===== src/sv/btdq_pkg.sv =====
// Shared constants and request/result types for the two-part deque.
`timescale 1ns / 1ps

package btdq_pkg;

    localparam int DEPTH_DEF = 8;
    localparam int DATA_W    = 8;

    localparam logic [1:0] OP_PUSH  = 2'd0;
    localparam logic [1:0] OP_POP   = 2'd1;
    localparam logic [1:0] OP_ENQ   = 2'd2;
    localparam logic [1:0] OP_CLEAR = 2'd3;

    localparam logic [1:0] ST_OK    = 2'd0;
    localparam logic [1:0] ST_FULL  = 2'd1;
    localparam logic [1:0] ST_EMPTY = 2'd2;

    typedef struct packed {
        logic [1:0]        op;
        logic [DATA_W-1:0] value_in;
    } req_t;

    typedef struct packed {
        logic [DATA_W-1:0] value_out;
        logic [1:0]        status;
    } rsp_t;

endpackage


===== src/sv/btdq_ram.sv =====
// Generic single-write, single-read RAM with registered read data.
`timescale 1ns / 1ps

module btdq_ram
    import btdq_pkg::*;
#(
    parameter int WIDTH = DATA_W,
    parameter int DEPTH = DEPTH_DEF
)
(
    input  logic                     clk,
    input  logic                     wr_en,
    input  logic [$clog2(DEPTH)-1:0] wr_addr,
    input  logic [WIDTH-1:0]         wr_data,
    input  logic [$clog2(DEPTH)-1:0] rd_addr,
    output logic [WIDTH-1:0]         rd_data
);

    logic [WIDTH-1:0] mem_reg [DEPTH];
    logic [WIDTH-1:0] rd_data_reg;

    always_ff @(posedge clk)
    begin
        if (wr_en)
        begin
            mem_reg[wr_addr] <= wr_data;
        end
        rd_data_reg <= mem_reg[rd_addr];
    end

    assign rd_data = rd_data_reg;

endmodule


===== src/sv/bounded_two_part_deque.sv =====
// Top level: two-part byte deque with a move sequencer over two RAMs.
`timescale 1ns / 1ps

// Byte deque built from a stack half and a queue half, each DEPTH entries.
// A request (op, value_in) is taken on a clock edge with start high and busy
// low. Exactly one result (value_out, status) follows, shown on result for a
// single cycle with done high; the receiver cannot stall, so it must take it.
// Clear, refused push/enqueue and pop on empty answer straight from idle.
// Push/enqueue with room writes in S_PUT; a pop reads in S_FETCH, and a pop
// from the queue half then shifts each remaining queue entry down one place.
// Push/enqueue into a full half shifts the other half's entries up, moves
// (DEPTH - other count + 1)/2 entries across, compacts the full half, then
// writes in S_PUT: other half count + DEPTH moves in all. All entry moves go
// through one read/write path shared by both RAMs, one entry at a time (read,
// then write), so the move count sets how long a request takes. busy stays
// high until the result cycle, in which a new request may already be taken.
// Reset empties both halves; RAM contents are not cleared and need no pass.
module bounded_two_part_deque
    import btdq_pkg::*;
#(
    parameter int DEPTH = DEPTH_DEF
)
(
    input  logic clk,
    input  logic rst_n,
    input  logic start,
    input  req_t cmd,
    output logic busy,
    output logic done,
    output rsp_t result
);

    localparam int AW = $clog2(DEPTH);
    localparam int CW = $clog2(DEPTH + 1);
    localparam logic [CW-1:0] DEPTH_C = CW'(DEPTH);

    typedef enum logic [4:0] {
        S_IDLE  = 5'b00001,
        S_RD    = 5'b00010,
        S_WR    = 5'b00100,
        S_PUT   = 5'b01000,
        S_FETCH = 5'b10000
    } state_t;

    typedef enum logic [3:0] {
        P_SHIFT   = 4'b0001,
        P_XFER    = 4'b0010,
        P_COMPACT = 4'b0100,
        P_QSHIFT  = 4'b1000
    } phase_t;

    state_t            state_reg, state_next;
    phase_t            phase_reg, phase_next;
    logic              dir_reg, dir_next;
    logic              popq_reg, popq_next;
    logic [DATA_W-1:0] val_reg, val_next;
    logic [CW-1:0]     scnt_reg, scnt_next;
    logic [CW-1:0]     qcnt_reg, qcnt_next;
    logic [CW-1:0]     d_reg, d_next;
    logic [CW-1:0]     mv_reg, mv_next;
    logic [CW-1:0]     n_reg, n_next;
    logic [CW-1:0]     idx_reg, idx_next;
    logic              done_reg, done_next;
    rsp_t              res_reg, res_next;

    logic              accept;
    logic              is_enq;
    logic [CW-1:0]     src_cnt;
    logic [CW-1:0]     dst_cnt;
    logic [CW:0]       span;
    logic [CW-1:0]     mv_calc;
    logic [CW-1:0]     mrd_full;
    logic [CW-1:0]     mwr_full;
    logic              rd_q;
    logic              wr_q;
    logic [AW-1:0]     rd_addr;
    logic [AW-1:0]     wr_addr;
    logic [DATA_W-1:0] wr_data;
    logic [DATA_W-1:0] s_rdata;
    logic [DATA_W-1:0] q_rdata;
    logic [DATA_W-1:0] fetch_val;
    logic              s_we;
    logic              q_we;

    assign accept  = start && (state_reg == S_IDLE);
    assign is_enq  = (cmd.op == OP_ENQ);
    assign src_cnt = is_enq ? qcnt_reg : scnt_reg;
    assign dst_cnt = is_enq ? scnt_reg : qcnt_reg;
    assign span    = {1'b0, DEPTH_C} - {1'b0, dst_cnt} + (CW+1)'(1);
    assign mv_calc = CW'(span >> 1);

    // Shared address unit for every entry move
    always_comb
    begin
        mrd_full = '0;
        mwr_full = '0;
        rd_q     = 1'b0;
        wr_q     = 1'b0;
        unique case (phase_reg)
            P_SHIFT:
            begin
                mrd_full = d_reg - CW'(1) - idx_reg;
                mwr_full = mrd_full + mv_reg;
                rd_q     = !dir_reg;
                wr_q     = !dir_reg;
            end
            P_XFER:
            begin
                mrd_full = mv_reg - CW'(1) - idx_reg;
                mwr_full = idx_reg;
                rd_q     = dir_reg;
                wr_q     = !dir_reg;
            end
            P_COMPACT:
            begin
                mrd_full = idx_reg + mv_reg;
                mwr_full = idx_reg;
                rd_q     = dir_reg;
                wr_q     = dir_reg;
            end
            P_QSHIFT:
            begin
                mrd_full = idx_reg + CW'(1);
                mwr_full = idx_reg;
                rd_q     = 1'b1;
                wr_q     = 1'b1;
            end
            default:
            begin
                mrd_full = '0;
                mwr_full = '0;
            end
        endcase
    end

    always_comb
    begin
        if (state_reg == S_IDLE)
        begin
            rd_addr = (scnt_reg != '0) ? AW'(scnt_reg - CW'(1)) : '0;
        end
        else
        begin
            rd_addr = AW'(mrd_full);
        end
        if (state_reg == S_PUT)
        begin
            wr_addr = dir_reg ? AW'(qcnt_reg) : AW'(scnt_reg);
            wr_data = val_reg;
        end
        else
        begin
            wr_addr = AW'(mwr_full);
            wr_data = rd_q ? q_rdata : s_rdata;
        end
    end

    assign s_we = ((state_reg == S_WR) && !wr_q) || ((state_reg == S_PUT) && !dir_reg);
    assign q_we = ((state_reg == S_WR) && wr_q) || ((state_reg == S_PUT) && dir_reg);
    assign fetch_val = popq_reg ? q_rdata : s_rdata;

    btdq_ram #(
        .WIDTH (DATA_W),
        .DEPTH (DEPTH)
    ) u_stack_ram (
        .clk     (clk),
        .wr_en   (s_we),
        .wr_addr (wr_addr),
        .wr_data (wr_data),
        .rd_addr (rd_addr),
        .rd_data (s_rdata)
    );

    btdq_ram #(
        .WIDTH (DATA_W),
        .DEPTH (DEPTH)
    ) u_queue_ram (
        .clk     (clk),
        .wr_en   (q_we),
        .wr_addr (wr_addr),
        .wr_data (wr_data),
        .rd_addr (rd_addr),
        .rd_data (q_rdata)
    );

    always_comb
    begin
        state_next = state_reg;
        phase_next = phase_reg;
        dir_next   = dir_reg;
        popq_next  = popq_reg;
        val_next   = val_reg;
        scnt_next  = scnt_reg;
        qcnt_next  = qcnt_reg;
        d_next     = d_reg;
        mv_next    = mv_reg;
        n_next     = n_reg;
        idx_next   = idx_reg;
        done_next  = 1'b0;
        res_next   = res_reg;
        unique case (state_reg)
            S_IDLE:
            begin
                if (accept)
                begin
                    unique case (cmd.op) inside
                        OP_CLEAR:
                        begin
                            scnt_next          = '0;
                            qcnt_next          = '0;
                            res_next.value_out = '0;
                            res_next.status    = ST_OK;
                            done_next          = 1'b1;
                        end
                        OP_POP:
                        begin
                            if (scnt_reg != '0)
                            begin
                                scnt_next  = scnt_reg - CW'(1);
                                popq_next  = 1'b0;
                                state_next = S_FETCH;
                            end
                            else if (qcnt_reg != '0)
                            begin
                                qcnt_next  = qcnt_reg - CW'(1);
                                popq_next  = 1'b1;
                                state_next = S_FETCH;
                            end
                            else
                            begin
                                res_next.value_out = '0;
                                res_next.status    = ST_EMPTY;
                                done_next          = 1'b1;
                            end
                        end
                        OP_PUSH, OP_ENQ:
                        begin
                            dir_next = is_enq;
                            val_next = cmd.value_in;
                            if (src_cnt != DEPTH_C)
                            begin
                                state_next = S_PUT;
                            end
                            else if (dst_cnt == DEPTH_C)
                            begin
                                res_next.value_out = '0;
                                res_next.status    = ST_FULL;
                                done_next          = 1'b1;
                            end
                            else
                            begin
                                d_next     = dst_cnt;
                                mv_next    = mv_calc;
                                idx_next   = '0;
                                state_next = S_RD;
                                if (dst_cnt != '0)
                                begin
                                    phase_next = P_SHIFT;
                                    n_next     = dst_cnt;
                                end
                                else
                                begin
                                    phase_next = P_XFER;
                                    n_next     = mv_calc;
                                end
                            end
                        end
                        default:
                        begin
                            state_next = S_IDLE;
                        end
                    endcase
                end
            end
            S_RD:
            begin
                state_next = S_WR;
            end
            S_WR:
            begin
                if (idx_reg == n_reg - CW'(1))
                begin
                    idx_next   = '0;
                    state_next = S_RD;
                    unique case (phase_reg)
                        P_SHIFT:
                        begin
                            phase_next = P_XFER;
                            n_next     = mv_reg;
                        end
                        P_XFER:
                        begin
                            phase_next = P_COMPACT;
                            n_next     = DEPTH_C - mv_reg;
                        end
                        P_COMPACT:
                        begin
                            if (dir_reg)
                            begin
                                qcnt_next = DEPTH_C - mv_reg;
                                scnt_next = d_reg + mv_reg;
                            end
                            else
                            begin
                                scnt_next = DEPTH_C - mv_reg;
                                qcnt_next = d_reg + mv_reg;
                            end
                            state_next = S_PUT;
                        end
                        P_QSHIFT:
                        begin
                            res_next.value_out = val_reg;
                            res_next.status    = ST_OK;
                            done_next          = 1'b1;
                            state_next         = S_IDLE;
                        end
                        default:
                        begin
                            state_next = S_IDLE;
                        end
                    endcase
                end
                else
                begin
                    idx_next   = idx_reg + CW'(1);
                    state_next = S_RD;
                end
            end
            S_PUT:
            begin
                if (dir_reg)
                begin
                    qcnt_next = qcnt_reg + CW'(1);
                end
                else
                begin
                    scnt_next = scnt_reg + CW'(1);
                end
                res_next.value_out = val_reg;
                res_next.status    = ST_OK;
                done_next          = 1'b1;
                state_next         = S_IDLE;
            end
            S_FETCH:
            begin
                if (popq_reg && (qcnt_reg != '0))
                begin
                    val_next   = fetch_val;
                    phase_next = P_QSHIFT;
                    n_next     = qcnt_reg;
                    idx_next   = '0;
                    state_next = S_RD;
                end
                else
                begin
                    res_next.value_out = fetch_val;
                    res_next.status    = ST_OK;
                    done_next          = 1'b1;
                    state_next         = S_IDLE;
                end
            end
            default:
            begin
                state_next = S_IDLE;
            end
        endcase
    end

    always_ff @(posedge clk or negedge rst_n)
    begin
        if (!rst_n)
        begin
            state_reg <= S_IDLE;
            phase_reg <= P_SHIFT;
            scnt_reg  <= '0;
            qcnt_reg  <= '0;
            idx_reg   <= '0;
            n_reg     <= '0;
            done_reg  <= 1'b0;
        end
        else
        begin
            state_reg <= state_next;
            phase_reg <= phase_next;
            scnt_reg  <= scnt_next;
            qcnt_reg  <= qcnt_next;
            idx_reg   <= idx_next;
            n_reg     <= n_next;
            done_reg  <= done_next;
        end
    end

    always_ff @(posedge clk)
    begin
        dir_reg  <= dir_next;
        popq_reg <= popq_next;
        val_reg  <= val_next;
        d_reg    <= d_next;
        mv_reg   <= mv_next;
        res_reg  <= res_next;
    end

    assign busy   = (state_reg != S_IDLE);
    assign done   = done_reg;
    assign result = res_reg;

    a_done_idle: assert property (@(posedge clk) disable iff (!rst_n)
        done_reg |-> (state_reg == S_IDLE))
        else $error("result shown while sequencer busy");

    a_cnt_range: assert property (@(posedge clk) disable iff (!rst_n)
        (scnt_reg <= DEPTH_C) && (qcnt_reg <= DEPTH_C))
        else $error("half count beyond depth");

    a_clear: assert property (@(posedge clk) disable iff (!rst_n)
        (accept && (cmd.op == OP_CLEAR)) |=>
            (done_reg && (scnt_reg == '0) && (qcnt_reg == '0)))
        else $error("clear did not empty both halves");

    a_idx_range: assert property (@(posedge clk) disable iff (!rst_n)
        (state_reg == S_WR) |-> (idx_reg < n_reg))
        else $error("move index past move count");

    a_put_room: assert property (@(posedge clk) disable iff (!rst_n)
        (state_reg == S_PUT) |-> ((dir_reg ? qcnt_reg : scnt_reg) != DEPTH_C))
        else $error("write into a full half");

endmodule


===== config.mk =====
export PLATFORM = sky130hd
export DESIGN_NAME = bounded_two_part_deque
export DESIGN_NICKNAME = d
export VERILOG_FILES = /design/src/sv/btdq_pkg.sv /design/src/sv/btdq_ram.sv /design/src/sv/bounded_two_part_deque.sv
export SDC_FILE = /design/constraint.sdc
export NUM_CORES = 1
export LEC_CHECK = 0
export ABC_AREA = 1
export BUFFER_PORTS_ARGS = -buffer_cell sky130_fd_sc_hd__buf_4
export CAP_MARGIN = 20
export CORE_ASPECT_RATIO = 0.6
export CORE_UTILIZATION = 55
export DETAILED_ROUTE_END_ITERATION = 12
export PLACE_DENSITY = 0.69
export SLEW_MARGIN = 10
export SYNTH_ARGS = -nofsm -noshare
export SYNTH_HDL_FRONTEND = slang
export SYNTH_SLANG_ARGS = --single-unit

===== constraint.sdc =====
create_clock -name clk -period 3.9 [get_ports clk]
set_clock_uncertainty 0.1 [all_clocks]
set_input_delay 0.975 -clock clk [delete_from_list [all_inputs] [get_ports clk]]
set_output_delay 0.975 -clock clk [all_outputs]
set_load 0.01 [all_outputs]

* After elaboration in Yosys (flattened, before gate mapping)
Memory sizes are Yosys's and may differ from the RTL's. A register that Yosys moved wholly into a read port is not among the register bits.
Index checks and enable logic that the tools add are counted.
W data, S select, Z words.
** Storage, ports and cells
- Flip-flop bits (word level) :: 54
- Bits in latches :: 0
- Memory bits (writable) :: 128
- ROM bits :: 0
- Word-level logic and storage cells :: 200
- Memories :: 2
** Memories
- u_queue_ram.mem_reg :: words 8, width 8, rd ports 1, clocked after Yosys merged registers in 1, wr ports 1, line btdq_ram.sv:19 : logic [WIDTH-1:0] mem_reg [DEPTH];
- u_stack_ram.mem_reg :: words 8, width 8, rd ports 1, clocked after Yosys merged registers in 1, wr ports 1, line btdq_ram.sv:19
** Operators by class
- $add $sub $neg :: 16
- Multipliers :: 0
- Divide/modulo/power cells :: 0
- $lt $le $gt $ge :: 0
- Equal/unequal tests :: 39
- Shift-type cells :: 0
- Muxes and demuxes :: 94
- Bitwise logic cells :: 2
- Reductions and logical operators :: 33
** Operators with widths (count)
- $mux W4 :: 34
- $mux W10 :: 8
- $pmux W4 S3 :: 5
- $mux W8 :: 6
- $pmux W10 S4 :: 1
- $pmux W4 S2 :: 5
- $mux W5 :: 6
- $pmux W10 S3 :: 1
- $pmux W5 S4 :: 1
- $ne A2 B2 Y1 const B :: 8
- $pmux W8 S2 :: 1
- $reduce_and A8 Y1 :: 2
- $reduce_bool A4 Y1 :: 4
- $ne A3 B3 Y1 const B :: 5
- $pmux W5 S3 :: 1
- $mux W1 :: 13
- $add A4 B1 Y4 const B :: 3
- $mux W3 :: 4
- $pmux W3 S4 :: 1
- $reduce_and A4 Y1 :: 3
- $sub A4 B1 Y4 const B :: 3
- $reduce_and A10 Y1 :: 1
- $pmux W1 S3 :: 3
- $eq A4 B4 Y1 const B :: 2
- other kinds (41) :: 63

* Depth between registers and ports, before layout
- Depth in word-level cells :: 10
- Gate-level depth with buffers :: 15
- Gate-level depth less buffers :: 14

* Cells and area by module
From an unflattened synthesis, not the netlist that was laid out.
** Unflattened totals
- Cell total of the unflattened synthesis :: 1213
- Area, all modules :: 10416.2 µm²
** By module, submodules not included
- btdq_ram :: times used 2, cells each 303, area each 3050.4 µm², sequential area each 2082.0 µm²
- bounded_two_part_deque :: times used 1, cells each 607, area each 4315.4 µm², sequential area each 1463.9 µm²

* Worst setup path after synthesis
OpenSTA, ideal clock, no wires.
- Path type :: register to register
- Start point :: register idx_reg[0]
- End point :: memory u_stack_ram.mem_reg[0][0] (netlist bit), enable pin
- Setup time :: 370 ps
- Data arrival time :: 2629 ps
- Data required time :: 3430 ps
- Path slack :: 801 ps
- Cell stages (with the launch flop) :: 12
- Buffers on the path :: 0
- Period minus slack after synthesis :: 3099 ps
- Cell sequence :: dfrtp_1 inv_1 ha_1 fa_1 fa_1 xor2_1 nand3b_1 nand3_1 nand3_1 nand2_1 nand3_1 nor2_1
** On the way
- Cells in the longest elaborated chain, start to end :: 4
** Ends and longest elaborated chain
- start: declaration :: line bounded_two_part_deque.sv:62 : logic [CW-1:0] idx_reg, idx_next;
- start signal: assignment :: line bounded_two_part_deque.sv:387 : idx_reg <= idx_next;
- $sub A3 B3 Y3 :: line bounded_two_part_deque.sv:102 : mrd_full = d_reg - CW'(1) - idx_reg;
- $add A3 B3 Y3 :: line bounded_two_part_deque.sv:103 : mwr_full = mrd_full + mv_reg;
- $pmux W3 S2 (*) :: line bounded_two_part_deque.sv:99 : unique case (phase_reg)
- $mux W3 (*) :: line bounded_two_part_deque.sv:146 : if (state_reg == S_PUT)
- end: declaration :: line btdq_ram.sv:19
Mark *: on every way between the ends. The rest lies on a longest branch, timed or not.

* Worst setup path in the final report
- Start point :: register idx_reg[0]
- End point :: memory u_queue_ram.mem_reg[7][5] (netlist bit), enable pin
** On the way
- Cells in the longest elaborated chain, start to end :: 4
** Ends and longest elaborated chain (line)
- $sub A3 B3 Y3 :: bounded_two_part_deque.sv:102
- $add A3 B3 Y3 :: bounded_two_part_deque.sv:103
- $pmux W3 S2 (*) :: bounded_two_part_deque.sv:99
- $mux W3 (*) :: bounded_two_part_deque.sv:146
- end: declaration :: btdq_ram.sv:19
Marked as above.

==> out/metrics.yaml <==
sta:
  finalHoldViolCount: 0
  worst_slew_pin_slew_ps: 1050
  finalWorstSetupSlack_ps: 329
  maxSlewViolCount: 0
  setup_viol: 0
  fmax_mhz: 280
  timing.final.crit_share: 0.916
  finalSetupTns_ps: 0
  min_period_ps: 3570
  relSlewSlack: 0.300
  grt_setup_unrepaired: "false"
routing:
  viasPerCell: 5.52
  wl_per_cell_um: 18.7
  dr.first_iter.drc_count: 1185
  drcViolationCount: 0
  ant_nets: 0
  drt-pass1-iter-count: 6
  drt-total-wl_um: 27700
  vias: 8179
cts:
  clkTransAtPathRegs_ps: 70
  cts_tree: "yes"
  postCtsHoldBufs: 0
  post_cts_resized: 0
  cts.sinks: 197
  cts_buffers: 17
  cts-root-buf: "clkbuf_16"
  worstSkewPairLatency_ps: 440
  cts_buffer_depth: 2
  htree_num_levels: 4
  cts_setup_buffers: 0
placement:
  preCtsSetupSlack_ps: 387
  gp_congestion: 0.991
  place_hpwl_um: 19500
  portBuffers: 24
  placed_area_um2: 11000
finish:
  antenna_cells: 0
  layout_common_cells: "nand2_1, inv_1, nand3_1, edfxtp_1, nor2_1"
  nNetsFinal: 1263
  final_common_cell: "nand2_1"
  utilization: 0.627
  design_area_um2: 11500
  drive_above_1_share: 0.110
  areaGrowthSynthToFinish_pct: 9.71
global_routing:
  grt_pass1_vias: 7152
  grt_usage: 0.296
  grt_antenna_before_repair: 2
  gr-total-overflow: 0
  grt_max_degree: 57
  grt_pass1_wl_um: 42500
floorplanning:
  core_um2: 18400
  die-area_um2: 19700
  initial_utilization: 0.572
  dieHeight_um: 109
  io_pins: 25
  fp.dieW_um: 180
  std_cell_rows: 38
critical_path:
  path_class: "reg2reg"
  slowest_stage: "nor2_1"
  cp_slowest_stage_delay_ps: 590
  setup.worst_path.end_class: "flop"
  critPathArrivalTime_ps: 3540
  path_cells: "inv_1, ha_1, fa_1, fa_1, xor2_1, nand3b_1, nand3_1, nand2_1, nand2_1, nand2_1, nand3_1, nor2_1"
  critPathMostFrequentCell: "nand2_1"
  start_kind: "flop"
  cp.required_ps: 3870
  critPathMaxFanout: 8
outcome:
  status: "complete, no violations"
logic_synthesis:
  synthFlopType: "edfxtp_1"
  synth-seq-cells: 197
  ys_warn_count: 0
  muxShareOfSynthArea: 0
  synth_compound_area_frac: 0.0571
  synth_top_family_by_area: "simple AND/OR/NAND/NOR gates"
  synth_cell_types: 49
  synth_top_area_share: 0.444
  yosysSeqAreaShare: 0.536
  synth_xor_area_frac: 0.0142
  synth.cell_area_um2: 10500
  synth_nets: 1239
  syn_inst: 1205
  ys_async_sr_fraction: 0.132
  synth_edf_count: 155
  synth.avg_cell_area_um2: 8.71
  synth.top_cells.by_area: "edfxtp_1, nand2_1, nand3_1"
  yosys.area_share.simple: 0.263
  yosys.area_share.adder: 0.0286
  yosysTopAreaCell: "edfxtp_1"
power:
  p_per_area_nw_per_um2: 938
  peakVddDrop_mv: 0.840
  leakage_uw: 0.00539
hold_path:
  hold_class: "in2async"
run:
  drv_cap: 0
[Yosys cell counts (7+ instances only)]
| cell | n |
|---|---|
| dfxtp_1 | 16 |
| inv_1 | 199 |
| edfxtp_1 | 155 |
| ha_1 | 16 |
| nand2_1 | 326 |
| o21ai_0 | 60 |
| inv_2 | 12 |
| nand3_1 | 174 |
| dfrtp_1 | 24 |
| buf_4 | 7 |
| nand4_1 | 10 |
| xor2_1 | 12 |
| a21oi_1 | 20 |
| buf_2 | 25 |
| nor2_1 | 56 |
[worst paths after layout]
path / from / cells after the start / slack [ps] / endpoint
max: idx_reg[0] / 12 / 330 / u_queue_ram.mem_reg[7][5]
min: rst_n / 1 / 350 / n_reg[2]
max reg2reg: idx_reg[0] / 12 / 330 / u_queue_ram.mem_reg[7][5]
min reg2reg: phase_reg[0] / 2 / 410 / phase_reg[0]
max in group asynchronous: rst_n / 1 / 3010 / state_reg[0]
min in group clk: phase_reg[0] / 2 / 410 / phase_reg[0]
[cells by family after synthesis]
logic type	after synthesis
and+or+nand+nor	608
buffers and inverters	257
DFF	197
AOI/OAI and AO/OA	105
adders and majority gates	21
xor gates and xnor gates	17
[critical path, delay by kind of cell, from the launching register on]
family | cells | cell delay, ps
flip-flops | 1 | 470
AND/OR/NAND/NOR | 7 | 1160
adder cells (fa/ha/maj) | 3 | 1140
XOR/XNOR | 1 | 180
buffers and inverters | 1 | 150
[routing by layer]
layer	global-route usage	wire, µm
met5	0	9
met2	0.358	10100
met1	0.478	13700
met4	0.0696	325
met3	0.112	3660
[report_power, final]
| group | switching, µW | internal (µW) |
|---|---|---|
| Sequential | 223 | 3010 |
| Combinational | 4310 | 1560 |
| Clock | 770 | 937 |
| Total | 5300 | 5500 |
[through the flow]
step / std cells / hold WS, ps / power, µW
CTS: 1481 / 347 / 10700
floorplan: 1205 / 364 / 7140
global route: 1481 / 358 / 11500
global placement: 1450 / 397 / 8930
finish: 1481 / 355 / 10800
detailed placement: 1450 / 407 / 9000
[final cells by class]
cell class              count  area, µm²
fillers                  1558       6840
flip-flops and latches    197       5630
multi-input cells         751       3840
inverters                 214        807
clock buffers              18        429
repair buffers             48        373
well taps                 240        300
clock inverters            13        131
No activity file was read; power rests on OpenSTA's default activity.
